**config.mk**
```make
export PLATFORM = sky130hd
export DESIGN_NAME = lsb_delay
export DESIGN_NICKNAME = d
export VERILOG_FILES = /design/src/rtl/core/lsb_delay.sv
export SDC_FILE = /design/constraint.sdc
export NUM_CORES = 1
export LEC_CHECK = 0
export ABC_CLOCK_PERIOD_IN_PS = 800
export BUFFER_PORTS_ARGS = -buffer_cell sky130_fd_sc_hd__buf_2
export CORE_ASPECT_RATIO = 0.7
export CORE_MARGIN = 2
export CORE_UTILIZATION = 30
export CTS_BUF_LIST = sky130_fd_sc_hd__clkbuf_16
export CTS_CLUSTER_DIAMETER = 80
export DETAILED_ROUTE_END_ITERATION = 8
export PLACE_DENSITY_LB_ADDON = 0.15
export SYNTH_ARGS = -nofsm -noshare
export SYNTH_HDL_FRONTEND = slang
export SYNTH_SLANG_ARGS = --single-unit
```
**constraint.sdc**
```tcl
create_clock -name clk -period 0.8 [get_ports clk]
set_input_delay 0.04 -clock clk [delete_from_list [all_inputs] [get_ports clk]]
set_output_delay 0.04 -clock clk [all_outputs]
set_load 0.02 [all_outputs]
```
**src/rtl/core/lsb_delay.sv**
```systemverilog
module lsb_delay #(
  parameter int WIDTH = 8,
  parameter int DEPTH = 4
) (
  input  logic             clk,
  input  logic             en,
  input  logic [WIDTH-1:0] d,
  output logic [WIDTH-1:0] q
);

  logic [WIDTH-1:0] tap [DEPTH];

  always_ff @(posedge clk) begin
    if (en) begin
      tap[0] <= d;
      for (int i = 1; i < DEPTH; i++) begin
        tap[i] <= tap[i-1];
      end
    end
  end

  assign q = tap[DEPTH-1];

endmodule

```
==> impl_metrics.tcl <==
set metrics [dict create \
    status "complete, but fails checks" \
    violations "negative setup slack" \
    reg_top3 "tap: 32 flops" \
    max_cap_viol_count 0 \
    place_area_um2 1114 \
    p_int_mw 3.176 \
    ys_seq_elements 32 \
    met1_usage_pct 7.033 \
    grt_pass1_wl_um 1849 \
    endpoint_kind "output pin" \
    gp_congestion 0.5824 \
    rrSetupSlack_ps 170 \
    synth_edf_count 32 \
    criticalPathCategory "register to output pin" \
    combinationalPowerShare_pct 4.1 \
    timing.final.ws_setup_ps -22.79 \
    setup_viol 8 \
    finalCritPeriodShare_pct 102.8 \
    antenna_found_initial 0 \
    grt_util_met2_pct 10.96 \
    r2r-end "tap[2][7]$_DFFE_PP_" \
    seq_area_frac_synth_pct 100.0 \
    drc 0 \
    viasPerCell 3.885 \
    synth_area_um2 960.9 \
    syn_avg_cell_area_um2 30.03 \
    max_freq_mhz 1215 \
    crit-reg2reg-launch "tap[1][7]$_DFFE_PP_" \
    dr.first_iter.drc_count 13 \
    row_count 17 \
    yosys_warnings 0 \
    ir_drop_v 0.001473 \
    slew_headroom_pct 88.89 \
    top_register "tap" \
    swShare_pct 17.47 \
    skew_ps 1.550 \
    multi_input_cells 0 \
    htreeDepth 2 \
    yosysTopAreaCell "edfxtp_1" \
    dp_cells 88 \
    numPortBuffers 17 \
    die_y_um 51.35 \
    wl_per_cell_um 10.37 \
    p_leak_nw 0.5094 \
    hp-class "primary input to register" \
    wl_um 1078 \
    final_cells 104 \
    synthArstFlopShare_pct 0 \
    clkTransAtPathRegs_ps 50 \
    seq_power_share_pct 52.2 \
    worstSkewPairLatency_ps 270 \
    dieArea_um2 3679 \
    ant_nets 0 \
    r2r_cells 0 \
    cpPeakStageDelay_ps 370 \
    yosysUniqueCellTypes 1 \
    hold-path-cell-count 2 \
    hp-start "en" \
    cts_root_buffer "clkbuf_16" \
    powerDensity_nw_per_um2 2815 \
    critical_path.cell_chain "buf_6" \
    synth_cells 32 \
    clock_sinks 32 \
    ys.flop_type "edfxtp_1" \
    drt-pass1-iter-count 3 \
    grt_busiest_layer "met2" \
    grt_pass1_vias 413 \
    p_clk_share_pct 43.6 \
    finalMaxSlewViolations 0 \
    hold_end "tap[0][0]$_DFFE_PP_" \
    crit_buf_inv 1 \
    gr-total-overflow 0 \
    layout_min_cycle_time_ps 822.8 \
    die_w_um 71.65 \
    clockBufferDepth 2 \
    drive_gt1_share_pct 34.85 \
    synth_area_leaders "edfxtp_1 (100%)" \
    multi_input_area_um2 0 \
    cp.required_ps 760 \
    areaGrowthSynthToFinish_pct 42.32 \
    vias 404 \
    largest_reg_flops 32 \
    crit_arrival_ps 780 \
    path_delay_family "flip-flops" \
    met3_usage_pct 6.509 \
    grt_max_degree 33 \
    worst_pin_slew_ps 166.7 \
    switching_power_mw 0.6725 \
    ios 18 \
    tritoncts "yes" \
    nNetsFinal 75 \
    slowest_stage "edfxtp_1" \
    hold_viol 0 \
    rsz0062_at_grt "yes" \
    core-area_um2 3105 \
    start_util_pct 30.94 \
    cts_buffers 5 \
    grtUsageTotal_pct 8.154 \
    stdcell_area_um2 1368 \
    syn_nets 42 \
    path_max_fanout 1 \
    num_antenna_cells 0 \
    cp-start-kind "register" \
    yosysMostFrequentCell "edfxtp_1" \
    synth_top_area_share_pct 100.0 \
    ys_top_cells_by_count "edfxtp_1 (32)" \
]
## cell type report
| cell class | instances | area (um^2) |
|---|---|---|
| Fill cell | 276 | 1738 |
| Sequential cell | 32 | 960.9 |
| Timing Repair Buffer | 26 | 222.7 |
| Clock buffer | 5 | 125.1 |
| Tap cell | 38 | 47.55 |
| Clock inverter | 3 | 11.26 |
## placed cells by master (no fill, tap or decap), drive strengths merged
cell type	n
edfxtp	32
inv	2
buf	18
clkinv	1
clkbuf	5
dlygate4sd3	8
## worst max-delay path by stage
stage / from / to / slack (ps) / cells after the start
after detailed placement: en / tap[3][1]$_DFFE_PP_ / 140 / 2
final: tap[3][2]$_DFFE_PP_ / q[2] / -20 / 1
after global routing: tap[3][1]$_DFFE_PP_ / q[1] / -60 / 1
after CTS: tap[3][5]$_DFFE_PP_ / q[5] / -30 / 1
after floorplan: tap[0][0]$_DFFE_PP_ / tap[1][0]$_DFFE_PP_ / 210 / 0
after global placement: en / tap[3][1]$_DFFE_PP_ / 150 / 2
## what timing repair did
action | CTS | global route
endpoints found under the setup margin | 8 | 8
hold endpoints to repair | 8 | 0
hold buffers | 8 | 0
buffers inserted | 0 | 0
gates resized for setup | 0 | 12
## metrics by stage
stage	utilization (%)	hold WS [ps]	setup TNS, ps	power, mW	setup slack [ps]
finish	44.04	221.6	-134.5	3.849	-22.79
global placement	35.86	217.8	0	2.143	151.3
global route	44.04	230.1	-436.9	4.048	-62.08
detailed placement	35.86	219.0	0	2.151	139.3
floorplan	-	138.9	0	2.061	211.2
CTS	42.83	219.6	-230.2	3.909	-33.35
## power by group through the flow
| stage | sequential, mW | clock [mW] | combinational (mW) |
|---|---|---|---|
| global placement | 2.03 | 0 | 0.111 |
| CTS | 2.01 | 1.76 | 0.142 |
| global route | 2.02 | 1.86 | 0.170 |
| detailed placement | 2.04 | 0 | 0.113 |
| finish | 2.01 | 1.68 | 0.160 |
| floorplan | 2.06 | 0 | 0 |
## metal layers
metal  share of wire, %  vias up
li1                   -      193
met1                 39      184
met2                 46       23
met3                 10        4
met4                4.5        0
met5                  0        -
## logic make-up (layout without fill, tap and decap cells)
logic type	Yosys count	count (layout)	share of synthesized area [%]
buffers and inverters	0	34	0
DFF	32	32	100.0
Note: power is estimated with default switching activity, not from simulation.
